File: src/sv/pme_pkg.sv
package pme_pkg;

  // Field and register widths
  localparam int CMD_W       = 3;
  localparam int NODE_W      = 6;
  localparam int COST_IN_W   = 16;
  localparam int PHER_W      = 32;
  localparam int COEF_W      = 17;
  localparam int NUM_NODES_W = 7;
  localparam int CFG_IDX_W   = 1;
  localparam int CFG_DATA_W  = 32;
  localparam int PROD_W      = PHER_W + COEF_W;

  // Parameter defaults
  localparam int MAX_NODES_DEF  = 64;
  localparam int COST_WIDTH_DEF = 16;

  // Register reset values and fixed-point constants
  localparam logic [NUM_NODES_W-1:0] NUM_NODES_RST = 7'd64;
  localparam logic [PHER_W-1:0]      MIN_PHER_RST  = 32'h0001_0000;
  localparam logic [COEF_W-1:0]      COEF_ONE      = 17'h1_0000;

  // Configuration register indexes
  localparam logic [CFG_IDX_W-1:0] REG_NUM_NODES = 1'b0;
  localparam logic [CFG_IDX_W-1:0] REG_MIN_PHER  = 1'b1;

  // Command codes
  typedef enum logic [CMD_W-1:0] {
    CMD_READ       = 3'd0,
    CMD_WRITE_COST = 3'd1,
    CMD_SET_PHER   = 3'd2,
    CMD_DEPOSIT    = 3'd3,
    CMD_EVAPORATE  = 3'd4,
    CMD_FILL       = 3'd5
  } pme_cmd_t;

  // Sequencer states
  typedef enum logic [3:0] {
    S_IDLE,
    S_EXEC,
    S_RD,
    S_DEP_A,
    S_DEP_B,
    S_EVAP,
    S_EVAP_D1,
    S_EVAP_D2,
    S_FILL
  } pme_state_t;

  // Input item
  typedef struct packed {
    logic [CMD_W-1:0]     cmd;
    logic [NODE_W-1:0]    src_node;
    logic [NODE_W-1:0]    dst_node;
    logic [COST_IN_W-1:0] cost_in;
    logic [PHER_W-1:0]    pher_value;
    logic [COEF_W-1:0]    evap_coef;
  } pme_in_t;

  // Result item
  typedef struct packed {
    logic [COST_IN_W-1:0] cost_out;
    logic [PHER_W-1:0]    pher_out;
    logic                 index_error;
  } pme_out_t;

  // Write enables toward the stores
  typedef struct packed {
    logic cost_we;
    logic pher_we;
  } pme_wen_t;

endpackage

File: src/sv/pme_evap.sv
module pme_evap #(
  parameter int AddrW = 12
) (
  input  logic                       clk,
  input  logic                       rst_n,
  input  logic                       in_vld,
  input  logic [AddrW-1:0]           in_addr,
  input  logic [pme_pkg::PHER_W-1:0] in_pher,
  input  logic [pme_pkg::COEF_W-1:0] coef,
  input  logic [pme_pkg::PHER_W-1:0] min_pher,
  output logic                       out_vld,
  output logic [AddrW-1:0]           out_addr,
  output logic [pme_pkg::PHER_W-1:0] out_pher
);
  import pme_pkg::*;

  logic [PROD_W-1:0] prod_r;
  logic              vld_r;
  logic [AddrW-1:0]  addr_r;
  logic [PHER_W-1:0] scaled;

  // Multiply stage: entry times Q1.16 coefficient
  always_ff @(posedge clk) begin
    if (!rst_n) begin
      vld_r <= 1'b0;
    end else begin
      vld_r <= in_vld;
    end
    prod_r <= PROD_W'(in_pher) * PROD_W'(coef);
    addr_r <= in_addr;
  end

  // Truncate back to Q16.16 and apply the floor
  assign scaled   = prod_r[PHER_W+15:16];
  assign out_pher = (scaled > min_pher) ? scaled : min_pher;
  assign out_vld  = vld_r;
  assign out_addr = addr_r;

endmodule

File: config.mk
export PLATFORM = sky130hd
export DESIGN_NAME = pme_evap
export DESIGN_NICKNAME = d
export VERILOG_FILES = /design/src/sv/pme_pkg.sv /design/src/sv/pme_evap.sv
export SDC_FILE = /design/constraint.sdc
export NUM_CORES = 1
export LEC_CHECK = 0
export BUFFER_PORTS_ARGS = -buffer_cell sky130_fd_sc_hd__buf_2
export CORE_UTILIZATION = 50
export CTS_CLUSTER_DIAMETER = 120
export DETAILED_ROUTE_END_ITERATION = 7
export GPL_ROUTABILITY_DRIVEN = 0
export PLACE_DENSITY = 0.77
export SKIP_LAST_GASP = 1
export SLEW_MARGIN = 10
export SYNTH_ARGS = -nofsm -noshare
export SYNTH_HDL_FRONTEND = slang
export SYNTH_SLANG_ARGS = --single-unit
File: constraint.sdc
create_clock -name clk -period 6.9 [get_ports clk]
set_input_delay 1.035 -clock clk [delete_from_list [all_inputs] [get_ports clk]]
set_output_delay 1.035 -clock clk [all_outputs]
set_load 0.02 [all_outputs]
==> results of run 1 <==
==> synthesized netlist by cell type (7+ instances only) <==
cell type and n:
inv_1 545, nand3_1 39, xor2_1 11, nor2_1 19, a31oi_1 35, ha_1 149, clkbuf_1 129, o22ai_1 31
fa_1 446, o211ai_1 34, o21ai_0 18, and2_1 238, nand2_1 399, a21oi_1 49, xnor2_1 24, nand4_1 48
o21ai_1 12, dfxtp_1 45, a21o_1 30, and3_1 7
==> cell usage in the layout, fill, tap and decap left out, types with 4 or more instances in the layout <==
cell	Yosys	final
a21o_1	30	30
dfxtp_1	45	45
clkbuf_16	0	5
buf_4	0	140
xnor2_1	24	24
nor2_1	19	19
nand4_1	48	48
xor2_1	11	11
nand2_1	399	399
nand3_1	39	38
inv_1	545	545
a31oi_1	35	35
o21ai_1	12	11
o21bai_1	4	4
o211ai_1	34	34
clkbuf_4	0	6
ha_1	149	148
o21ai_0	18	18
fa_1	446	446
buf_2	3	131
buf_12	0	8
a21oi_1	49	48
and2_1	238	238
and3_1	7	7
o22ai_1	31	31
==> registers in the layout, summed over array words and instances (netlist names) <==
signal and flops:
prod_r 32, out_addr 12, out_vld 1
==> worst max path at each step <==
stage | startpoint | to | slack (ps) | cells past startpoint
global placement | coef[3] | prod_r[44] | -80 | 20
finish | coef[4] | prod_r[44] | 190 | 19
global route | coef[2] | prod_r[41] | -20 | 21
floorplan | in_pher[29] | prod_r[44] | 130 | 23
detailed placement | coef[3] | prod_r[44] | -190 | 20
CTS | coef[4] | prod_r[44] | 110 | 19
==> cell type report <==
class | count | area [um2]
flip-flops and latches | 45 | 901
diodes | 1 | 2.50
multi-input cells | 1640 | 16500
clock inverters | 1 | 30.0
well taps | 518 | 648
repair buffers | 287 | 1950
clock buffers | 7 | 143
fillers | 3410 | 16700
inverters | 545 | 2050
==> per-stage QoR <==
step	std cells	util, %
2_1_floorplan	2365	-
4_1_cts	3042	56.8
3_3_place_gp	3034	56.4
5_1_grt	3043	57.0
6_report	3044	57.0
3_5_place_dp	3034	56.4
==> layer usage <==
layer,share of wire [%],track usage (%)
met1,41,36.0
met2,46,43.7
met3,9.9,5.04
met4,2.7,7.60
met5,0,0
==> cell families (layout without fill, tap and decap cells) <==
group / Yosys count / after routing
compound gates: 244 / 244
other cells: 0 / 1
xor+xnor: 35 / 35
mux: 1 / 1
fa+ha+maj: 595 / 595
simple gates: 765 / 765
flops: 45 / 45
buf+inv: 680 / 840
==> impl_metrics.tcl, run 1 <==
set metrics [dict create \
    tightest_slew_ps 1220 \
    grt_pass1_wl_mm 87.8 \
    dieArea_um2 40500 \
    run_status "complete, no violations" \
    setup_tns_ps 0 \
    route.detailed.drc 0 \
    whs_ps 846 \
    clk_pin_slew_ps 60 \
    grt_pass1_vias 17968 \
    cts_made_buffers 5 \
    hold_depth 1 \
    slew_violations 0 \
    area_growth_pct 11.7 \
    path_buf_inv 3 \
    hold_buffers 0 \
    setup_viol 0 \
    synth_area_leaders "fa_1, inv_1, ha_1, nand2_1, and2_1" \
    synth_edf_count 0 \
    h-tree-depth 2 \
    synth_warnings 0 \
    io_pins 141 \
    finalCriticalPeriod_ps 6710 \
    syn_avg_cell_area_um2 8.40 \
    ys_types 59 \
    post_cts_buffers 0 \
    io_buffer_count 140 \
    synth_top_cell_by_area "fa_1" \
    criticalPathCategory "in -> reg" \
    hp-class "in -> reg" \
    start_util_pct 51.1 \
    clk_path_buf_depth 2 \
    syn-num-nets 3056 \
    slew_headroom_pct 18.4 \
    pre_cts_ws_ps -190 \
    drt_iter0_markers 1156 \
    synth_flop_cell "dfxtp_1" \
    coreArea_um2 38900 \
    crit_top_cell "fa_1" \
    via_count 16726 \
    synth_top_area_share_pct 44.9 \
    min_from "in_addr[5]" \
    hold_end "out_addr[5]" \
    grt_use_total_pct 26.6 \
    start_kind "primary input" \
    crit_path_end_kind "register" \
    ys_seq_area_share_pct 4.53 \
    drt_first_pass_iters 6 \
    clock-sinks 45 \
    cts_tree "yes" \
    antenna_found_initial 2 \
    fin_ws_ps 191 \
    drive_above_1_share_pct 12.2 \
    fp.dieH_um 201 \
    grt_overflow 0 \
    period_share_pct 97.2 \
    synthXorXnorAreaFrac_pct 1.54 \
    clockRootBuffer "clkbuf_16" \
    finalWirelength_mm 52.2 \
    synth-seq-cells 45 \
    final_nets 3215 \
    cpLargestDelayFamily "adder cells" \
    dpl.hpwl_mm 43.8 \
    rows 72 \
    synthArstFlopShare_pct 0 \
    synth_mux_area_share_pct 0.0504 \
    fmax_ghz 0.149 \
    hold_viol 0 \
    post_dp_cell_area_um2 21900 \
    syn-instance-count 2365 \
    ant_nets 0 \
    yosys.area_share.simple_pct 18.6 \
    critPathMaxStageDelay_ps 540 \
    path_cells "clkbuf_4 -> buf_4 -> nand2_1 -> fa_1 -> fa_1 -> fa_1 -> inv_1 -> fa_1 -> fa_1 -> fa_1 -> ha_1 -> a21oi_1 -> o21ai_1 -> o311a_1 -> and2_1 -> a22o_1 -> o21ai_2 -> mux2i_1 -> or4_1" \
    cp.required_ps 7060 \
    synth_compound_area_share_pct 8.06 \
    arrival_ps 6870 \
    cts_resized 0 \
    cap_violations 0 \
    grt_max_degree 71 \
    crit_slowest_cell "fa_1" \
    die-width_um 201 \
    final_area_um2 22200 \
    crit_path_max_fanout 19 \
    syn_area_um2 19900 \
    post_drt_wl_per_cell_um 17.2 \
    synth_top_family_by_area "adder cells" \
    vias_per_cell 5.49 \
    synth_fa_ha_area_share_pct 54.3 \
]
Power of run 1 is left out: the tool's default activity adds up to more than one toggle a clock period on the data nets, which glitch-free logic cannot reach.
==> run 2: changes to the inputs <==
HOLD_SLACK_MARGIN = 0.12   (was unset)
clock period = 5.45 ns   (was 6.9 ns; I/O delays follow)
==> run 2 against run 1 <==
  * The flow now finishes with violations (setup timing)
  * Sequential cell count unchanged
  * Sequential share of layout area down 0.48 points
  * Highest routed layer unchanged
  * Die area unchanged
  * Non-clock buffer count up 170
==> impl_metrics.tcl, run 2 (synthesis results as in run 1) <==
set metrics [dict create \
    arrival_ps 6540 \
    clock-sinks 45 \
    fin_ws_ps -931 \
    grt_max_degree 94 \
    vias_per_cell 5.63 \
    clk_pin_slew_ps 70 \
    layout_common_cells "inv_1, fa_1, nand2_1" \
    cp.required_ps 5610 \
    use_met2_pct 49.9 \
    crit_path_end_kind "register" \
    dieArea_um2 40500 \
    finalWirelength_mm 61.8 \
    slew_headroom_pct 17.7 \
    start_kind "primary input" \
    route.detailed.drc 0 \
    finalCriticalPeriod_ps 6380 \
    rows 72 \
    largest_register "prod_r" \
    clockRootBuffer "clkbuf_16" \
    fmax_ghz 0.157 \
    drt_first_pass_iters 8 \
    dpl.hpwl_mm 45.1 \
    slew_violations 0 \
    tightest_slew_ps 1230 \
    fin_cells 3214 \
    fp.dieH_um 201 \
    start_util_pct 51.1 \
    cts_tree "yes" \
    use_met1_pct 37.6 \
    grt_overflow 0 \
    criticalPathCategory "in -> reg" \
    busiest_layer "met2" \
    drive_above_1_share_pct 24.5 \
    grt_pass1_vias 19360 \
    io_pins 141 \
    largest_reg_flops 32 \
    hold_viol 0 \
    ant_nets 0 \
    clk_path_buf_depth 2 \
    die-width_um 201 \
    final_nets 3385 \
    layout_commonest_cell "inv_1" \
    period_share_pct 117 \
    antenna_found_initial 2 \
    placed_cells 3156 \
    cts_made_buffers 5 \
    violations "setup timing" \
    run_status "complete, but fails checks" \
    grt_setup_unrepaired "true" \
    h-tree-depth 2 \
    drt_iter0_markers 1705 \
    grt_use_total_pct 29.5 \
    hold_buffers 0 \
    grt_pass1_wl_mm 96.0 \
    via_count 18110 \
    io_buffer_count 140 \
    area_growth_pct 26.8 \
    use_met3_pct 4.50 \
    post_drt_wl_per_cell_um 19.2 \
    cap_violations 0 \
    crit_path_max_fanout 5 \
    coreArea_um2 38900 \
    setup_viol 32 \
    hp-class "in -> reg" \
]
## run 2: repair_timing
action,4_1_cts,5_1_grt
hold endpoints to repair,0,0
pin swaps,97,100
setup endpoints to repair,32,32
gates cloned,5,6
setup buffers,37,13
resized for setup,205,109
## run 2: cell type report
cell class                 count  area, um2
antenna                        1       2.50
tap                          518        648
inverter                     545       2050
timing repair buffer         457       4070
clock buffer                   5        125
multi-input combinational   1640      17300
fill                        2836      13700
clock inverter                 3       68.8
sequential                    45        901
## run 2: final timing paths
check                 endpoint  cells past startpoint         from  slack (ps)
setup / recovery    prod_r[44]                     20     coef[16]        -930
hold / removal    out_addr[11]                      1  in_addr[11]         620
## run 2: through the flow
stage / setup slack [ps] / utilization, % / TNS [ps] / hold slack, ps / area [um2]
6_report: -931 / 64.7 / -15940 / 621 / 25200
3_3_place_gp: -1330 / 59.6 / -27880 / 920 / 23200
3_5_place_dp: -1380 / 59.6 / -30440 / 921 / 23200
2_1_floorplan: -739 / - / -7840 / 845 / 20400
4_1_cts: -837 / 63.2 / -13150 / 615 / 24600
5_1_grt: -1000 / 64.7 / -20030 / 611 / 25200
## run 2: critical path, cell delays in order
cell and delay (ps):
buf_16 130, buf_8 130, buf_6 110, and2_4 130, fa_1 480, fa_1 610
fa_1 480, fa_1 520, fa_1 520, inv_1 60, fa_2 570, inv_2 60
ha_4 260, a21oi_4 160, o21ai_2 100, a221oi_2 370, o221ai_2 230, o21ai_4 210
mux2i_1 110, or4_1 490
## run 2: layer usage
metal / routed length (um) / vias up
met5: 0 / -
met4: 3520 / 0
met3: 6090 / 283
met2: 29400 / 1081
met1: 22800 / 8941
li1: - / 7805
Power of run 2 is left out for the same reason.
