--- src/sv/pme_pkg.sv ---
package pme_pkg;

  // Field and register widths
  localparam int CMD_W       = 3;
  localparam int NODE_W      = 6;
  localparam int COST_IN_W   = 16;
  localparam int PHER_W      = 32;
  localparam int COEF_W      = 17;
  localparam int NUM_NODES_W = 7;
  localparam int CFG_IDX_W   = 1;
  localparam int CFG_DATA_W  = 32;
  localparam int PROD_W      = PHER_W + COEF_W;

  // Parameter defaults
  localparam int MAX_NODES_DEF  = 64;
  localparam int COST_WIDTH_DEF = 16;

  // Register reset values and fixed-point constants
  localparam logic [NUM_NODES_W-1:0] NUM_NODES_RST = 7'd64;
  localparam logic [PHER_W-1:0]      MIN_PHER_RST  = 32'h0001_0000;
  localparam logic [COEF_W-1:0]      COEF_ONE      = 17'h1_0000;

  // Configuration register indexes
  localparam logic [CFG_IDX_W-1:0] REG_NUM_NODES = 1'b0;
  localparam logic [CFG_IDX_W-1:0] REG_MIN_PHER  = 1'b1;

  // Command codes
  typedef enum logic [CMD_W-1:0] {
    CMD_READ       = 3'd0,
    CMD_WRITE_COST = 3'd1,
    CMD_SET_PHER   = 3'd2,
    CMD_DEPOSIT    = 3'd3,
    CMD_EVAPORATE  = 3'd4,
    CMD_FILL       = 3'd5
  } pme_cmd_t;

  // Sequencer states
  typedef enum logic [3:0] {
    S_IDLE,
    S_EXEC,
    S_RD,
    S_DEP_A,
    S_DEP_B,
    S_EVAP,
    S_EVAP_D1,
    S_EVAP_D2,
    S_FILL
  } pme_state_t;

  // Input item
  typedef struct packed {
    logic [CMD_W-1:0]     cmd;
    logic [NODE_W-1:0]    src_node;
    logic [NODE_W-1:0]    dst_node;
    logic [COST_IN_W-1:0] cost_in;
    logic [PHER_W-1:0]    pher_value;
    logic [COEF_W-1:0]    evap_coef;
  } pme_in_t;

  // Result item
  typedef struct packed {
    logic [COST_IN_W-1:0] cost_out;
    logic [PHER_W-1:0]    pher_out;
    logic                 index_error;
  } pme_out_t;

  // Write enables toward the stores
  typedef struct packed {
    logic cost_we;
    logic pher_we;
  } pme_wen_t;

endpackage

--- src/sv/pme_ctrl.sv ---
module pme_ctrl #(
  parameter int MaxNodes = 64,
  parameter int CostW    = 16,
  parameter int Depth    = 4096,
  parameter int AddrW    = 12
) (
  input  logic                            clk,
  input  logic                            rst_n,
  input  logic                            start,
  input  pme_pkg::pme_in_t                in_data,
  output logic                            busy,
  output logic                            out_valid,
  output pme_pkg::pme_out_t               out_data,
  input  logic [pme_pkg::NUM_NODES_W-1:0] num_nodes,
  input  logic [pme_pkg::PHER_W-1:0]      min_pher,
  output pme_pkg::pme_wen_t               wen,
  output logic [AddrW-1:0]                cost_waddr,
  output logic [CostW-1:0]                cost_wdata,
  output logic [AddrW-1:0]                pher_waddr,
  output logic [pme_pkg::PHER_W-1:0]      pher_wdata,
  output logic [AddrW-1:0]                raddr,
  input  logic [CostW-1:0]                cost_rdata,
  input  logic [pme_pkg::PHER_W-1:0]      pher_rdata,
  output logic                            ev_in_vld,
  output logic [AddrW-1:0]                ev_in_addr,
  output logic [pme_pkg::COEF_W-1:0]      ev_coef,
  input  logic                            ev_out_vld,
  input  logic [AddrW-1:0]                ev_out_addr,
  input  logic [pme_pkg::PHER_W-1:0]      ev_out_pher
);
  import pme_pkg::*;

  localparam int CNT_W = ($clog2(MaxNodes + 1) > NUM_NODES_W) ?
                         $clog2(MaxNodes + 1) : NUM_NODES_W;
  localparam logic [AddrW-1:0] LAST_ADDR = AddrW'(Depth - 1);

  function automatic logic [PHER_W-1:0] sat_add(input logic [PHER_W-1:0] a,
                                               input logic [PHER_W-1:0] b);
    logic [PHER_W:0] sum;
    sum = {1'b0, a} + {1'b0, b};
    return sum[PHER_W] ? {PHER_W{1'b1}} : sum[PHER_W-1:0];
  endfunction

  pme_state_t          state_r, state_nxt;
  logic [CMD_W-1:0]    cmd_r;
  logic [AddrW-1:0]    a_r, b_r;
  logic                err_r;
  logic [COST_IN_W-1:0] cost_r;
  logic [PHER_W-1:0]   val_r;
  logic [COEF_W-1:0]   coef_r;
  logic [AddrW-1:0]    ptr_r;
  logic                ev_vld_r;
  logic [AddrW-1:0]    ev_addr_r;
  logic                out_valid_r;
  pme_out_t            out_r;

  logic                accept;
  logic [CNT_W-1:0]    n_eff;
  logic                pair_ok;
  logic                edge_cmd;
  logic                ptr_last;
  logic                res_set;
  pme_out_t            res;

  assign accept   = start && (state_r == S_IDLE);
  assign busy     = (state_r != S_IDLE);
  assign ptr_last = (ptr_r == LAST_ADDR);

  // Node pair check at accept time
  assign n_eff    = (CNT_W'(num_nodes) > CNT_W'(MaxNodes)) ? CNT_W'(MaxNodes)
                                                           : CNT_W'(num_nodes);
  assign pair_ok  = (in_data.src_node != in_data.dst_node) &&
                    (CNT_W'(in_data.src_node) < n_eff) &&
                    (CNT_W'(in_data.dst_node) < n_eff);
  assign edge_cmd = in_data.cmd inside {CMD_READ, CMD_WRITE_COST, CMD_SET_PHER, CMD_DEPOSIT};

  // Item latch
  always_ff @(posedge clk) begin
    if (accept) begin
      cmd_r  <= in_data.cmd;
      err_r  <= edge_cmd && !pair_ok;
      a_r    <= AddrW'(32'(in_data.src_node) * 32'(MaxNodes) + 32'(in_data.dst_node));
      b_r    <= AddrW'(32'(in_data.dst_node) * 32'(MaxNodes) + 32'(in_data.src_node));
      cost_r <= in_data.cost_in;
      val_r  <= in_data.pher_value;
      coef_r <= (in_data.evap_coef > COEF_ONE) ? COEF_ONE : in_data.evap_coef;
    end
  end

  // State, sweep pointer and read-issue tracking
  always_ff @(posedge clk) begin
    if (!rst_n) begin
      state_r  <= S_IDLE;
      ev_vld_r <= 1'b0;
    end else begin
      state_r  <= state_nxt;
      ev_vld_r <= (state_r == S_EVAP);
    end
    ev_addr_r <= ptr_r;
    if (accept) begin
      ptr_r <= '0;
    end else if (state_r == S_EVAP || state_r == S_FILL) begin
      ptr_r <= ptr_r + 1'b1;
    end
  end

  // Next state
  always_comb begin
    state_nxt = state_r;
    case (state_r)
      S_IDLE: begin
        if (start) state_nxt = S_EXEC;
      end
      S_EXEC: begin
        if (err_r) begin
          state_nxt = S_IDLE;
        end else begin
          case (cmd_r)
            CMD_READ:      state_nxt = S_RD;
            CMD_DEPOSIT:   state_nxt = S_DEP_A;
            CMD_EVAPORATE: state_nxt = S_EVAP;
            CMD_FILL:      state_nxt = S_FILL;
            default:       state_nxt = S_IDLE;
          endcase
        end
      end
      S_RD:      state_nxt = S_IDLE;
      S_DEP_A:   state_nxt = S_DEP_B;
      S_DEP_B:   state_nxt = S_IDLE;
      S_EVAP: begin
        if (ptr_last) state_nxt = S_EVAP_D1;
      end
      S_EVAP_D1: state_nxt = S_EVAP_D2;
      S_EVAP_D2: state_nxt = S_IDLE;
      S_FILL: begin
        if (ptr_last) state_nxt = S_IDLE;
      end
      default:   state_nxt = S_IDLE;
    endcase
  end

  // Store accesses and result formation
  always_comb begin
    wen        = '0;
    cost_waddr = a_r;
    cost_wdata = CostW'(32'(cost_r));
    pher_waddr = a_r;
    pher_wdata = val_r;
    raddr      = a_r;
    res_set    = 1'b0;
    res        = '0;
    case (state_r)
      S_EXEC: begin
        if (err_r) begin
          res_set         = 1'b1;
          res.index_error = 1'b1;
        end else begin
          case (cmd_r)
            CMD_READ:      raddr = a_r;
            CMD_WRITE_COST: begin
              wen.cost_we = 1'b1;
              res_set     = 1'b1;
            end
            CMD_SET_PHER: begin
              wen.pher_we = 1'b1;
              pher_wdata  = (val_r > min_pher) ? val_r : min_pher;
              res_set     = 1'b1;
            end
            CMD_DEPOSIT:   raddr = a_r;
            CMD_EVAPORATE: raddr = ptr_r;
            CMD_FILL:      raddr = ptr_r;
            default:       res_set = 1'b1;
          endcase
        end
      end
      S_RD: begin
        res_set      = 1'b1;
        res.cost_out = COST_IN_W'(32'(cost_rdata));
        res.pher_out = pher_rdata;
      end
      S_DEP_A: begin
        wen.pher_we = 1'b1;
        pher_waddr  = a_r;
        pher_wdata  = sat_add(pher_rdata, val_r);
        raddr       = b_r;
      end
      S_DEP_B: begin
        wen.pher_we = 1'b1;
        pher_waddr  = b_r;
        pher_wdata  = sat_add(pher_rdata, val_r);
        res_set     = 1'b1;
      end
      S_EVAP:    raddr = ptr_r;
      S_EVAP_D1: raddr = ptr_r;
      S_EVAP_D2: res_set = 1'b1;
      S_FILL: begin
        wen.pher_we = 1'b1;
        pher_waddr  = ptr_r;
        pher_wdata  = min_pher;
        res_set     = ptr_last;
      end
      default: res_set = 1'b0;
    endcase
    // Write-back from the evaporation pipeline
    if (ev_out_vld) begin
      wen.pher_we = 1'b1;
      pher_waddr  = ev_out_addr;
      pher_wdata  = ev_out_pher;
    end
  end

  // Result register: one-cycle strobe
  always_ff @(posedge clk) begin
    if (!rst_n) begin
      out_valid_r <= 1'b0;
    end else begin
      out_valid_r <= res_set;
    end
    if (res_set) begin
      out_r <= res;
    end
  end

  assign out_valid  = out_valid_r;
  assign out_data   = out_r;
  assign ev_in_vld  = ev_vld_r;
  assign ev_in_addr = ev_addr_r;
  assign ev_coef    = coef_r;

endmodule

--- config.mk ---
export PLATFORM = sky130hd
export DESIGN_NAME = pme_ctrl
export DESIGN_NICKNAME = d
export VERILOG_FILES = /design/src/sv/pme_pkg.sv /design/src/sv/pme_ctrl.sv
export SDC_FILE = /design/constraint.sdc
export NUM_CORES = 1
export LEC_CHECK = 0
export CAP_MARGIN = 20
export CORE_AREA = 2 2 149 151
export CTS_BUF_LIST = sky130_fd_sc_hd__clkbuf_2 sky130_fd_sc_hd__clkbuf_4 sky130_fd_sc_hd__clkbuf_8
export DETAILED_ROUTE_END_ITERATION = 16
export DIE_AREA = 0 0 151 153
export DONT_BUFFER_PORTS = 1
export GPL_ROUTABILITY_DRIVEN = 1
export HOLD_SLACK_MARGIN = 0.06
export PLACE_DENSITY = 0.63
export SETUP_SLACK_MARGIN = 0.3
export SKIP_CTS_REPAIR_TIMING = 1
export SYNTH_ARGS = -nofsm -noshare
export SYNTH_HDL_FRONTEND = slang
export SYNTH_SLANG_ARGS = --single-unit
--- constraint.sdc ---
create_clock -name clk -period 4.3 [get_ports clk]
set_input_delay 0.43 -clock clk [delete_from_list [all_inputs] [get_ports clk]]
set_output_delay 0.43 -clock clk [all_outputs]
set_load 0.02 [all_outputs]
==> impl_metrics.yaml <==
synthesis:
  ys_types: 67
  syn_area_mm2: 0.0101
  syn_inst: 1024
  synth_edf_count: 130
  syn_avg_cell_area_um2: 9.85
  yosysSeqAreaShare: 0.446
  ys_seq_elements: 160
  yosysWarnings: 0
  synth_top_flop_cell: "edfxtp_1"
  synth_nets: 1315
  synth-async-reset-ratio: 0
grt:
  grt_pass1_wl_mm: 48.4
  grt_antenna_before_repair: 0
  gr-total-overflow: 0
  grt_max_degree: 69
  grt_use_total: 0.276
  grt_pass1_vias: 8284
timing:
  layout_min_cycle_time_ns: 3.88
  finalHoldViolCount: 0
  worst_slew_pin_slew_ns: 1.11
  rsz0062_at_grt: "true"
  finalSetupTns_ns: 0
  maxSlewViolCount: 0
  clock_skew_ns: 0.0231
  max_freq_mhz: 258
  setup_viol_count_final: 0
  timing.slew.headroom: 0.249
  final.period_utilization: 0.903
drt:
  dr.pass1.iters: 5
  via_per_inst: 6.18
  ant_nets: 0
  drcViolationCount: 0
  routedWlPerCell_um: 23.9
  drt_wl_total_mm: 33.6
  drt_iter0_markers: 694
  via_count: 8707
power:
  powerDensity_mw_per_mm2: 626
  power_uw: 7500
  ir_drop_mv: 0.287
  p_leak_uw: 0.00464
floorplanning:
  die_w_um: 151
  die_area_mm2: 0.0231
  start_util: 0.470
  core_mm2: 0.0215
  num_io_pins: 382
  core.rowCount: 54
  die_h_um: 153
layout:
  final_cell_area_mm2: 0.0120
  area_delta_synth_final_pct: 18.7
  layout_common_cells: "130 x edfxtp_1, 77 x o21ai_0, 71 x a21oi_1, 69 x nor2_1"
  mostFrequentLayoutCell: "edfxtp_1"
  n_fill_cell: 1897
  drive_gt1_frac: 0.129
  fin_util: 0.558
  diodes: 0
  nNetsFinal: 1406
critical_path:
  startpoint_type: "flop"
  critical_path.top_delay_family: "compound AO/OA/AOI/OAI gates"
  required_ns: 3.87
  crit_arrival_ns: 3.45
  cp_cell_sequence: "ha_1 > nand4_1 > nor4_4 > nand2_1 > a2bb2oi_2 > a21oi_4 > buf_6 > a221oi_2 > a221o_1 > a31oi_1 > buf_4"
  critical_path.max_stage_delay_ns: 0.45
  crit_path_end_kind: "output port"
  cp_num_buf_inv: 2
  path_class: "flop to output port"
  crit_slowest_cell: "edfxtp_1"
  cp_max_fo: 16
cts:
  path_clk_slew_ns: 0.10
  cts_tree: "yes"
  clockBufferDepth: 2
  cts-root-buf: "clkbuf_8"
  cts_max_level: 4
  cts_sinks: 160
  clock_latency_ns: 0.47
  numCtsBuffers: 17
min_path:
  hp-class: "primary input to flop"
placement:
  dp_hpwl_mm: 25.0
  port_buffers: 0
  gp_congestion: 0.917
  placedInstanceArea_mm2: 0.0106
outcome:
  status: "finished, final reports clean"
run:
  maxCapViolCount: 0
[metal layers]
| metal | global-route usage | up-vias | share of wire |
|---|---|---|---|
| li1 | - | 4032 | - |
| met1 | 0.322 | 4164 | 0.38 |
| met2 | 0.472 | 449 | 0.50 |
| met3 | 0.0994 | 62 | 0.095 |
| met4 | 0.0890 | 0 | 0.025 |
| met5 | 0 | - | 0 |
[state kept, by name (all words and copies together) (netlist names), 3 cells and up]
register,flops
cost_wdata,16
val_r,32
cmd_r,3
out_data,49
state_r,4
ptr_r,12
ev_coef,17
cost_waddr,11
ev_in_addr,12
[power by group]
group / switching, µW / total (µW) / internal, µW
clock: 663 / 1200 / 535
combinational: 2040 / 3180 / 1140
sequential: 783 / 3120 / 2330
[final timing paths]
| path | cells past startpoint | end | from | slack (ns) |
|---|---|---|---|---|
| worst max-delay path | 11 | pher_wdata[29] | val_r[21] | 0.42 |
| worst min-delay path | 2 | state_r[3] | rst_n | 0.1 |
| worst max register to register | 6 | out_data[15] | ptr_r[4] | 1.40 |
| worst min register to register | 0 | ev_in_addr[1] | ptr_r[1] | 0.43 |
[synthesized netlist by cell type (all sizes together) (7+ instances only)]
cell,n,area share
nand4,17,0.011
nor2b,22,0.014
inv,61,0.023
a31oi,20,0.015
nor2,70,0.026
nor3,16,0.0079
edfxtp,130,0.39
nor4,7,0.0043
nand2,64,0.024
o211ai,9,0.0067
a22oi,13,0.0097
xnor2,23,0.020
and2,50,0.031
a211oi,12,0.0099
ha,75,0.093
a21o,15,0.011
or3,31,0.019
dfxtp,30,0.060
xor2,21,0.018
nand3,10,0.0055
buf,11,0.0072
a21oi,81,0.041
a222oi,18,0.018
clkbuf,37,0.014
nand2b,13,0.0081
a221oi,28,0.026
o21ai,82,0.041
[cell families (layout without fill, tap and decap cells)]
group,Yosys count,after routing,share of synthesized area
AO/OA/AOI/OAI,316,316,0.212
AND/OR/NAND/NOR,317,317,0.162
buffers and inverters,109,213,0.0439
XOR/XNOR,44,44,0.0382
flip-flops,160,160,0.446
adder cells (fa/ha/maj),76,76,0.0950
multiplexers,2,2,0.00211
[worst register-to-register path, stage by stage (launching register included)]
cell     delay, ns
dfxtp_1       0.49
and3_1        0.24
and3_1        0.24
nand4_1       0.18
or2_2         0.38
o22ai_4       0.40
buf_4         0.56
[metrics by stage]
| step | instances | hold slack [ns] | setup WS, ns |
|---|---|---|---|
| 2_1_floorplan | 1024 | 0.377 | 0.511 |
| 3_3_place_gp | 1300 | 0.409 | 0.315 |
| 3_5_place_dp | 1300 | 0.412 | 0.230 |
| 4_1_cts | 1332 | 0.0218 | -0.283 |
| 5_1_grt | 1408 | 0.0881 | 0.165 |
| 6_report | 1408 | 0.0988 | 0.419 |
[final cells by class]
type	instances	area, µm²	share of cell area
Clock inverter	15	169	0.0141
Tap cell	280	350	0.0292
Inverter	61	229	0.0191
Multi-Input combinational cell	755	5400	0.451
Clock buffer	17	234	0.0195
Sequential cell	160	4500	0.376
Timing Repair Buffer	120	1090	0.0911
(Power assumes the default switching activity.)
